**config.mk**
```make
export PLATFORM = sky130hd
export DESIGN_NAME = complement_byte_message_framer
export DESIGN_NICKNAME = d
export VERILOG_FILES = /design/src/cbmf_pkg.sv /design/src/cbmf_front.sv /design/src/cbmf_queue.sv /design/src/cbmf_back.sv /design/src/complement_byte_message_framer.sv
export VERILOG_INCLUDE_DIRS = /design/src /design/src/src
export SDC_FILE = /design/constraint.sdc
export NUM_CORES = 1
export LEC_CHECK = 0
export ABC_AREA = 1
export BUFFER_PORTS_ARGS = -buffer_cell sky130_fd_sc_hd__clkbuf_2
export CAP_MARGIN = 20
export CORE_MARGIN = 2
export CORE_UTILIZATION = 45
export DETAILED_ROUTE_END_ITERATION = 12
export PLACE_DENSITY = 0.64
export SLEW_MARGIN = 15
export SYNTH_ARGS = -nofsm -noshare
export SYNTH_HDL_FRONTEND = slang
export SYNTH_SLANG_ARGS = --single-unit
```
**constraint.sdc**
```tcl
create_clock -name clk -period 2.2 [get_ports clk]
set_input_delay 0.11 -clock clk [delete_from_list [all_inputs] [get_ports clk]]
set_output_delay 0.11 -clock clk [all_outputs]
set_load 0.005 [all_outputs]
```
**src/complement_byte_message_framer_assert.svh**
```systemverilog
`ifndef COMPLEMENT_BYTE_MESSAGE_FRAMER_ASSERT_SVH
`define COMPLEMENT_BYTE_MESSAGE_FRAMER_ASSERT_SVH

// same-cycle implication, clocked on clk, off while rst_n is low
`define CBMF_ASSERT_NOW(label, ante, cons) \
    label: assert property (@(posedge clk) disable iff (!rst_n) (ante) |-> (cons)) \
        else $error("assertion failed");

// next-cycle implication, clocked on clk, off while rst_n is low
`define CBMF_ASSERT_NEXT(label, ante, cons) \
    label: assert property (@(posedge clk) disable iff (!rst_n) (ante) |=> (cons)) \
        else $error("assertion failed");

`endif

```
**src/cbmf_pkg.sv**
```systemverilog
`default_nettype none

package cbmf_pkg;

    localparam int QDEPTH = 4;
    localparam int QAW    = $clog2(QDEPTH);
    localparam int QCW    = $clog2(QDEPTH + 1);

    localparam logic [7:0] HDR_SYNC      = 8'h55;
    localparam logic [7:0] HDR_MARK      = 8'hFF;
    localparam logic [7:0] HDR_ZERO      = 8'h00;
    localparam logic [7:0] TOGGLE_WEIGHT = 8'h08;

    // one classified message byte
    typedef struct packed {
        logic       hdr;
        logic       last;
        logic [7:0] data;
        logic [7:0] sum;
    } entry_t;

    typedef enum logic [6:0] {
        ST_SYNC = 7'b0000001,
        ST_MARK = 7'b0000010,
        ST_ZERO = 7'b0000100,
        ST_BYTE = 7'b0001000,
        ST_CPL  = 7'b0010000,
        ST_SUM  = 7'b0100000,
        ST_SUMC = 7'b1000000
    } step_t;

endpackage

`default_nettype wire

```
**src/cbmf_front.sv**
```systemverilog
`default_nettype none

module cbmf_front (
    input  wire logic              clk,
    input  wire logic              rst_n,
    input  wire logic              in_valid,
    output logic                   in_ready,
    input  wire logic [7:0]        msg_byte,
    input  wire logic              is_opcode,
    input  wire logic              is_last,
    input  wire logic              q_full,
    output logic                   q_push,
    output cbmf_pkg::entry_t       q_entry
);

    logic       toggle_reg;
    logic       toggle_next;
    logic [7:0] sum_reg;
    logic [7:0] sum_next;
    logic [7:0] data_c;
    logic [7:0] sum_c;

    assign in_ready = !q_full;
    assign q_push   = in_valid && !q_full;

    always_comb
    begin
        data_c = msg_byte;
        if (is_opcode && toggle_reg)
        begin
            data_c = msg_byte | cbmf_pkg::TOGGLE_WEIGHT;
        end
        sum_c = is_opcode ? data_c : sum_reg + msg_byte;

        q_entry.hdr  = is_opcode;
        q_entry.last = is_last;
        q_entry.data = data_c;
        q_entry.sum  = sum_c;

        toggle_next = toggle_reg;
        sum_next    = sum_reg;
        if (q_push)
        begin
            toggle_next = toggle_reg ^ is_opcode;
            sum_next    = is_last ? 8'h00 : sum_c;
        end
    end

    always_ff @(posedge clk or negedge rst_n)
    begin
        if (!rst_n)
        begin
            toggle_reg <= 1'b0;
            sum_reg    <= 8'h00;
        end
        else
        begin
            toggle_reg <= toggle_next;
            sum_reg    <= sum_next;
        end
    end

endmodule

`default_nettype wire

```
**src/cbmf_queue.sv**
```systemverilog
`default_nettype none

module cbmf_queue (
    input  wire logic              clk,
    input  wire logic              rst_n,
    input  wire logic              push,
    input  cbmf_pkg::entry_t       push_entry,
    input  wire logic              pop,
    output logic                   full,
    output logic                   head_valid,
    output cbmf_pkg::entry_t       head
);

    cbmf_pkg::entry_t                 mem_reg [cbmf_pkg::QDEPTH];
    logic [cbmf_pkg::QAW-1:0]         wr_ptr_reg;
    logic [cbmf_pkg::QAW-1:0]         wr_ptr_next;
    logic [cbmf_pkg::QAW-1:0]         rd_ptr_reg;
    logic [cbmf_pkg::QAW-1:0]         rd_ptr_next;
    logic [cbmf_pkg::QCW-1:0]         count_reg;
    logic [cbmf_pkg::QCW-1:0]         count_next;

    assign full       = (count_reg == cbmf_pkg::QCW'(cbmf_pkg::QDEPTH));
    assign head_valid = (count_reg != '0);
    assign head       = mem_reg[rd_ptr_reg];

    always_comb
    begin
        wr_ptr_next = wr_ptr_reg;
        rd_ptr_next = rd_ptr_reg;
        count_next  = count_reg;
        if (push)
        begin
            wr_ptr_next = (wr_ptr_reg == cbmf_pkg::QAW'(cbmf_pkg::QDEPTH - 1))
                          ? '0 : wr_ptr_reg + 1'b1;
        end
        if (pop)
        begin
            rd_ptr_next = (rd_ptr_reg == cbmf_pkg::QAW'(cbmf_pkg::QDEPTH - 1))
                          ? '0 : rd_ptr_reg + 1'b1;
        end
        if (push && !pop)
        begin
            count_next = count_reg + 1'b1;
        end
        else if (pop && !push)
        begin
            count_next = count_reg - 1'b1;
        end
    end

    always_ff @(posedge clk)
    begin
        if (push)
        begin
            mem_reg[wr_ptr_reg] <= push_entry;
        end
    end

    always_ff @(posedge clk or negedge rst_n)
    begin
        if (!rst_n)
        begin
            wr_ptr_reg <= '0;
            rd_ptr_reg <= '0;
            count_reg  <= '0;
        end
        else
        begin
            wr_ptr_reg <= wr_ptr_next;
            rd_ptr_reg <= rd_ptr_next;
            count_reg  <= count_next;
        end
    end

endmodule

`default_nettype wire

```
**src/cbmf_back.sv**
```systemverilog
`default_nettype none

module cbmf_back (
    input  wire logic              clk,
    input  wire logic              rst_n,
    input  wire logic              head_valid,
    input  cbmf_pkg::entry_t       head,
    output logic                   pop,
    output logic                   out_valid,
    input  wire logic              out_ready,
    output logic [7:0]             frame_byte,
    output logic                   frame_end
);

    logic                 busy_reg;
    logic                 busy_next;
    cbmf_pkg::step_t      step_reg;
    cbmf_pkg::step_t      step_next;
    cbmf_pkg::entry_t     cur_reg;
    cbmf_pkg::entry_t     cur_next;
    logic                 ovalid_reg;
    logic                 ovalid_next;
    logic [7:0]           obyte_reg;
    logic [7:0]           obyte_next;
    logic                 oend_reg;
    logic                 oend_next;

    cbmf_pkg::entry_t     act;
    cbmf_pkg::step_t      act_step;
    cbmf_pkg::step_t      adv_step;
    logic                 act_valid;
    logic                 take;
    logic                 final_c;
    logic [7:0]           byte_c;
    logic                 end_c;

    assign out_valid  = ovalid_reg;
    assign frame_byte = obyte_reg;
    assign frame_end  = oend_reg;

    always_comb
    begin
        act       = busy_reg ? cur_reg : head;
        act_valid = busy_reg || head_valid;
        if (busy_reg)
        begin
            act_step = step_reg;
        end
        else
        begin
            act_step = head.hdr ? cbmf_pkg::ST_SYNC : cbmf_pkg::ST_BYTE;
        end
        take = act_valid && (!ovalid_reg || out_ready);
        pop  = take && !busy_reg;

        byte_c   = act.data;
        end_c    = 1'b0;
        final_c  = 1'b0;
        adv_step = cbmf_pkg::ST_BYTE;
        case (act_step)
            cbmf_pkg::ST_SYNC:
            begin
                byte_c   = cbmf_pkg::HDR_SYNC;
                adv_step = cbmf_pkg::ST_MARK;
            end
            cbmf_pkg::ST_MARK:
            begin
                byte_c   = cbmf_pkg::HDR_MARK;
                adv_step = cbmf_pkg::ST_ZERO;
            end
            cbmf_pkg::ST_ZERO:
            begin
                byte_c   = cbmf_pkg::HDR_ZERO;
                adv_step = cbmf_pkg::ST_BYTE;
            end
            cbmf_pkg::ST_BYTE:
            begin
                byte_c   = act.data;
                adv_step = cbmf_pkg::ST_CPL;
            end
            cbmf_pkg::ST_CPL:
            begin
                byte_c   = ~act.data;
                final_c  = !act.last;
                adv_step = cbmf_pkg::ST_SUM;
            end
            cbmf_pkg::ST_SUM:
            begin
                byte_c   = act.sum;
                adv_step = cbmf_pkg::ST_SUMC;
            end
            cbmf_pkg::ST_SUMC:
            begin
                byte_c  = ~act.sum;
                end_c   = 1'b1;
                final_c = 1'b1;
            end
            default:
            begin
                byte_c  = act.data;
                final_c = 1'b1;
            end
        endcase

        busy_next   = busy_reg;
        step_next   = step_reg;
        cur_next    = cur_reg;
        ovalid_next = ovalid_reg;
        obyte_next  = obyte_reg;
        oend_next   = oend_reg;
        if (take)
        begin
            busy_next   = !final_c;
            step_next   = adv_step;
            cur_next    = act;
            ovalid_next = 1'b1;
            obyte_next  = byte_c;
            oend_next   = end_c;
        end
        else if (out_ready)
        begin
            ovalid_next = 1'b0;
        end
    end

    always_ff @(posedge clk)
    begin
        cur_reg   <= cur_next;
        obyte_reg <= obyte_next;
        oend_reg  <= oend_next;
    end

    always_ff @(posedge clk or negedge rst_n)
    begin
        if (!rst_n)
        begin
            busy_reg   <= 1'b0;
            step_reg   <= cbmf_pkg::ST_SYNC;
            ovalid_reg <= 1'b0;
        end
        else
        begin
            busy_reg   <= busy_next;
            step_reg   <= step_next;
            ovalid_reg <= ovalid_next;
        end
    end

endmodule

`default_nettype wire

```
**src/complement_byte_message_framer.sv**
```systemverilog
// Path: an accepted transfer goes to the queue, then to the registered output byte.
// Throughput: one output byte per cycle, set by the sequencer, while m_axis_tready holds;
//   body byte: byte, ~byte; opcode: 55 FF 00 first; last byte: sum, ~sum after.
// A 4-entry queue lets input keep flowing while the output side stalls.
// Reset (rst_n low, async): toggle bit and running sum cleared, queue and output emptied.
`default_nettype none

module complement_byte_message_framer (
    input  wire logic        clk,
    input  wire logic        rst_n,
    input  wire logic        s_axis_tvalid,
    output logic             s_axis_tready,
    input  wire logic [7:0]  s_axis_tdata,   // [7:0] msg_byte
    input  wire logic [0:0]  s_axis_tuser,   // [0] is_opcode
    input  wire logic        s_axis_tlast,   // is_last
    output logic             m_axis_tvalid,
    input  wire logic        m_axis_tready,
    output logic [7:0]       m_axis_tdata,   // [7:0] frame_byte
    output logic             m_axis_tlast    // frame_end
);

    logic                q_full;
    logic                q_push;
    logic                q_pop;
    logic                q_valid;
    cbmf_pkg::entry_t    q_in;
    cbmf_pkg::entry_t    q_head;

    cbmf_front u_front (
        .clk       (clk),
        .rst_n     (rst_n),
        .in_valid  (s_axis_tvalid),
        .in_ready  (s_axis_tready),
        .msg_byte  (s_axis_tdata),
        .is_opcode (s_axis_tuser[0]),
        .is_last   (s_axis_tlast),
        .q_full    (q_full),
        .q_push    (q_push),
        .q_entry   (q_in)
    );

    cbmf_queue u_queue (
        .clk        (clk),
        .rst_n      (rst_n),
        .push       (q_push),
        .push_entry (q_in),
        .pop        (q_pop),
        .full       (q_full),
        .head_valid (q_valid),
        .head       (q_head)
    );

    cbmf_back u_back (
        .clk        (clk),
        .rst_n      (rst_n),
        .head_valid (q_valid),
        .head       (q_head),
        .pop        (q_pop),
        .out_valid  (m_axis_tvalid),
        .out_ready  (m_axis_tready),
        .frame_byte (m_axis_tdata),
        .frame_end  (m_axis_tlast)
    );

`include "complement_byte_message_framer_assert.svh"

    `CBMF_ASSERT_NOW(a_pop_has_head, q_pop, q_valid)
    `CBMF_ASSERT_NOW(a_push_has_room, q_push, !q_full)
    `CBMF_ASSERT_NEXT(a_pop_frees_slot, q_pop && !q_push, !q_full)

endmodule

`default_nettype wire
```
; Word level (Yosys, flattened, before mapping)
; Memories as Yosys holds them, arrays and structs flattened.
; Index checks and enable logic that the tools add are counted.
[op_classes]
addsub = 5
eq_ne = 10
mux = 18
n_bitwise = 3
reduce_logical = 19
[op_table]
columns = op, count
row1 = $pmux W8 S6, 1
row2 = $pmux W7 S5, 1
row3 = $mux W17, 1
row4 = $mux W8, 2
row5 = $not A8 Y8, 2
row6 = $add A8 B8 Y8, 1
row7 = $mux W4, 2
row8 = $eq A7 B1 Y1 const B, 1
row9 = $eq A7 B2 Y1 const B, 1
row10 = $eq A7 B3 Y1 const B, 1
row11 = $eq A7 B4 Y1 const B, 1
row12 = $eq A7 B5 Y1 const B, 1
row13 = $eq A7 B6 Y1 const B, 1
row14 = $eq A7 B7 Y1 const B, 1
row15 = $logic_not A1 Y1, 7
row16 = $mux W7, 1
row17 = $logic_and A1 B1 Y1, 6
row18 = $mux W3, 2
row19 = $mux W1, 5
row20 = $reduce_or A5 Y1, 1
row21 = $add A2 B1 Y2 const B, 2
row22 = $eq A2 B2 Y1 const B, 2
row23 = $mux W2, 2
row24 = $reduce_bool A2 Y1, 2
row25 = other kinds (7), 8
[word_totals]
ff_bits = 51
ramBits = 72
input_bits = 14
wordCells = 69
memories = 1
[memory_table]
columns = memory, words, word_bits, read_ports, rd_ports_with_merged_regs, wr, line_no
row1 = u_queue.mem_reg, 4, 18, 1, 0, 1, cbmf_queue.sv:14  ; cbmf_pkg::entry_t mem_reg [cbmf_pkg::QDEPTH];

; Logic depth before layout (Yosys ltp)
[logic_depth]
ltp_word = 7
mapped_depth = 13
depth_no_buf = 13

; Modules after synthesis
; A second synthesis with hierarchy kept.
[hier_totals]
hier_cells = 601
area_unflattened_um2 = 6110.9
[modules_own_cells]
columns = module, n_inst, cells_per_inst, area_per_inst_um2, seq_area_each_um2
row1 = cbmf_queue, 1, 262, 3328.2, 2337.2
row2 = cbmf_back, 1, 209, 1894.3, 1007.2
row3 = cbmf_front, 1, 130, 888.4, 225.2

; Worst setup path before layout
; No wires, ideal clock.
[synth_timing]
path_type = register -> register
start = register u_back.busy_reg
end = register u_queue.count_reg[1] (netlist bit)
arrival_time_ps = 2270
t_required_ps = 2075
setup_slack_ps = -195
path_stages_with_launch = 10
path_buffers = 2
period_less_slack_ps = 2395
cell_sequence = dfrtp_1 -> buf_2 -> inv_2 -> a31oi_1 -> buf_2 -> nand2_1 -> ha_1 -> inv_1 -> fa_1 -> mux2_2
[synth_between]
elab_chain_len = 6
elab_cells_between_ends = 9
classes_between = 1 x mux / 8 x reduce/logical
[synth_rtl]
columns = element, line_no
row1 = "start, declared", cbmf_back.sv:15  ; logic busy_reg;
row2 = "start signal, assigned", cbmf_back.sv:143  ; busy_reg <= busy_next;
row3 = $logic_or A1 B1 Y1, cbmf_back.sv:44  ; act_valid = busy_reg || head_valid;
row4 = $logic_and A1 B1 Y1, cbmf_back.sv:53  ; take = act_valid && (!ovalid_reg || out_ready);
row5 = $logic_and A1 B1 Y1 *, cbmf_back.sv:54  ; pop = take && !busy_reg;
row6 = $logic_not A1 Y1 *, cbmf_queue.sv:41  ; if (push && !pop)
row7 = $logic_and A1 B1 Y1 *, cbmf_queue.sv:41
row8 = $mux W3 *, cbmf_queue.sv:41
row9 = net u_queue.count_next (one bit), cbmf_queue.sv:20  ; logic [cbmf_pkg::QCW-1:0] count_next;
row10 = "end signal, assigned", cbmf_queue.sv:71  ; count_reg <= count_next;
row11 = "end, declared", cbmf_queue.sv:19  ; logic [cbmf_pkg::QCW-1:0] count_reg;
; The timed path passes the listed nets; every way through them passes the cells marked *.
; A chain may end at the register's enable or synchronous reset.

==> impl_metrics.csv <==
group,metric,value,unit
status,status,"finished clean",
finish,drive_above_1_share,17.7,%
clock_network,cts_setup_buffers,0,
sta,worstMarginPinSlew,0.659,ns
synth,synth_nets,576,
sta,finalMaxSlewViolations,0,
finish,nets,634,
pwr,power_density,1540,nW/um2
setup_path,crit_path_max_fanout,6,
synth,synthCells,546,
pwr,vdd_drop_max,0.553,mV
global_route,first_global_vias,3941,
route,via_per_inst,5.10,
synth,netlist_area,5710,um2
global_route,grt_antenna_before_repair,0,
die,rows,41,
global_route,grt_pass1_wl,19.7,mm
sta,finalClockSkew,0.0123,ns
place,gp_congestion,0.878,
route,drt_iter0_markers,286,
setup_path,critPathKind,"in -> reg",
setup_path,arrival,2.20,ns
finish,area_growth,21.1,%
setup_path,critPathSlowestCell,"dlygate4sd3_1",
global_route,grt_start_max_net_pins,36,
place,numPortBuffers,24,
clock_network,insertion_delay,0.43,ns
setup_path,cp-start-kind,"input pin",
sta,timing.slew.headroom,56.1,%
synth,synth-seq-cells,123,
finish,antenna_cells,0,
die,start_util,45.6,%
setup_path,cp_cell_sequence,"dlygate4sd3_1 > clkbuf_2 > ha_1 > fa_1 > nand3_1 > nand3_1 > nand2_1 > nand2_1 > a21oi_1 > or2_2 > a31oi_4",
clock_network,cts.path.max_buffers,2,
setup_path,cpPeakStageDelay,0.54,ns
sta,rsz0062_at_grt,"false",
setup_path,required,2.36,ns
finish,mostFrequentLayoutCells,"nand2_1, edfxtp_1, nor2_1",
die,die_height,117,um
clock_network,clkSinkCount,123,
synth,ys_types,40,
die,dieArea,13600,um2
clock_network,root_buffer,"clkbuf_16",
global_route,global_route.overflow_total,0,
die,io_pins,25,
finish,largest_reg_flops,72,
die,coreArea,12500,um2
synth,seq_area_frac_synth,62.5,%
clock_network,clk_pin_slew_worst_paths,0.05,ns
global_route,grtUsageTotal,19.6,%
route,vias,4021,
synth,syn_avg_cell_area,10.5,um2
route,drt_wl_total,12.1,mm
worst_hold_path,hold_path.class,"in -> reg",
setup_path,reg2reg_depth,8,
sta,fmax,488,MHz
clock_network,tritoncts,"built",
setup_path,end_kind,"register",
sta,setup_violations,0,
synth,yosys_warnings,0,
clock_network,cts_buffers,17,
place,dp_hpwl,7.85,mm
pwr,power_leakage,2.90,nW
route,ant_nets,0,
sta,finalCritPeriodShare,93.1,%
finish,final_common_cell,"nand2_1",
run,drv_cap,0,
sta,hold_viol,0,
route,drc_errors,0,
worst_hold_path,min_path_cells,1,
sta,period_needed,2.05,ns
route,drtPass1Iterations,5,
route,wl_per_cell,15.4,um
die,die_w,117,um
clock_network,htree_levels,4,
finish,fillCellCount,1083,
sta,holdWs,0.0223,ns
sta,setup-tns-final,0,ns
-- power by group --
part           total (mW)  switching, mW  internal, mW  leakage (nW)
combinational        3.87           2.48          1.39          1.36
clock                3.01           1.00          2.01         0.307
sequential           3.78          0.283          3.50          1.23
-- cell usage after synthesis (all sizes together) --
library cell / instances / area [um2]
nor3: 3 / 20.0
dfrtp: 24 / 601
dfstp: 1 / 26.3
a31oi: 11 / 68.8
buf: 12 / 83.8
edfxtp: 98 / 2940
ha: 14 / 175
o31ai: 1 / 7.51
nand4: 12 / 75.1
or2: 3 / 18.8
a21oi: 7 / 38.8
nor2: 75 / 305
nand3: 44 / 243
nand3b: 1 / 7.51
xnor2: 1 / 8.76
mux2: 1 / 11.3
fa: 2 / 40.0
inv: 36 / 138
xor2: 5 / 43.8
nor4: 1 / 6.26
a21o: 1 / 7.51
clkbuf: 7 / 26.3
a22o: 5 / 43.8
o21ai: 48 / 248
nand2: 132 / 520
clkinv: 1 / 3.75
-- metrics by stage --
step / util (%) / power, mW / cells / setup WS [ns] / instance area, um2
floorplan: - / 6.36 / 546 / 0.0188 / 5720
global placement: 49.3 / 7.53 / 749 / 0.250 / 6170
detailed placement: 49.3 / 7.63 / 749 / 0.162 / 6170
CTS: 55.1 / 10.7 / 789 / 0.114 / 6900
global route: 55.2 / 11.4 / 789 / 0.00249 / 6910
finish: 55.2 / 10.7 / 789 / 0.151 / 6910
-- cell type report --
cell class                      instances  area [um2]  area share (%)
Sequential cell                       123        3570            51.7
Multi-Input combinational cell        367        1920            27.8
Clock buffer                           21         480            6.95
Timing Repair Buffer                   58         420            6.08
Tap cell                              172         215            3.11
Clock inverter                         11         165            2.39
Inverter                               37         141            2.05
-- repair_timing --
item                                   in CTS  in global routing
setup endpoints to repair                   0                 11
gates resized for setup                     0                  4
hold buffers                                8                  0
endpoints found under the hold margin      50                  0
-- layer usage --
metal	global-route usage, %	up-vias	wire length [um]
met4	10.5	0	272
met3	4.15	25	575
li1	-	1997	-
met5	0	-	0
met1	26.3	1877	5600
met2	30.1	122	5680
-- logic make-up (layout without fill, tap and decap cells) --
group	count (synthesis)	in the layout	synth area share, %
compound gates	73	73	7.25
xor+xnor	6	6	0.920
fa+ha+maj	16	16	3.77
buf+inv	56	127	4.40
flops	123	123	62.5
mux	1	1	0.197
simple gates	271	271	20.9
-- final timing paths --
kind                                            from                     to  slack, ns
min in group asynchronous                      rst_n     u_back.step_reg[4]       0.24
worst min register to register    u_back.step_reg[0]     u_back.step_reg[0]       0.45
worst min-delay path                 s_axis_tdata[1]  u_queue.mem_reg[2][9]       0.02
max in group asynchronous                      rst_n  u_queue.rd_ptr_reg[0]       1.48
worst max-delay path                 s_axis_tdata[0]  u_queue.mem_reg[2][6]       0.15
worst max register to register  u_queue.count_reg[0]   u_queue.count_reg[1]       0.19
-- critical path, delay by kind of cell --
family          cells  cell delay [ns]
compound gates      2             0.24
fa+ha+maj           2             0.67
buf+inv             2             0.70
simple gates        5             0.49
(Power assumes the default switching activity.)
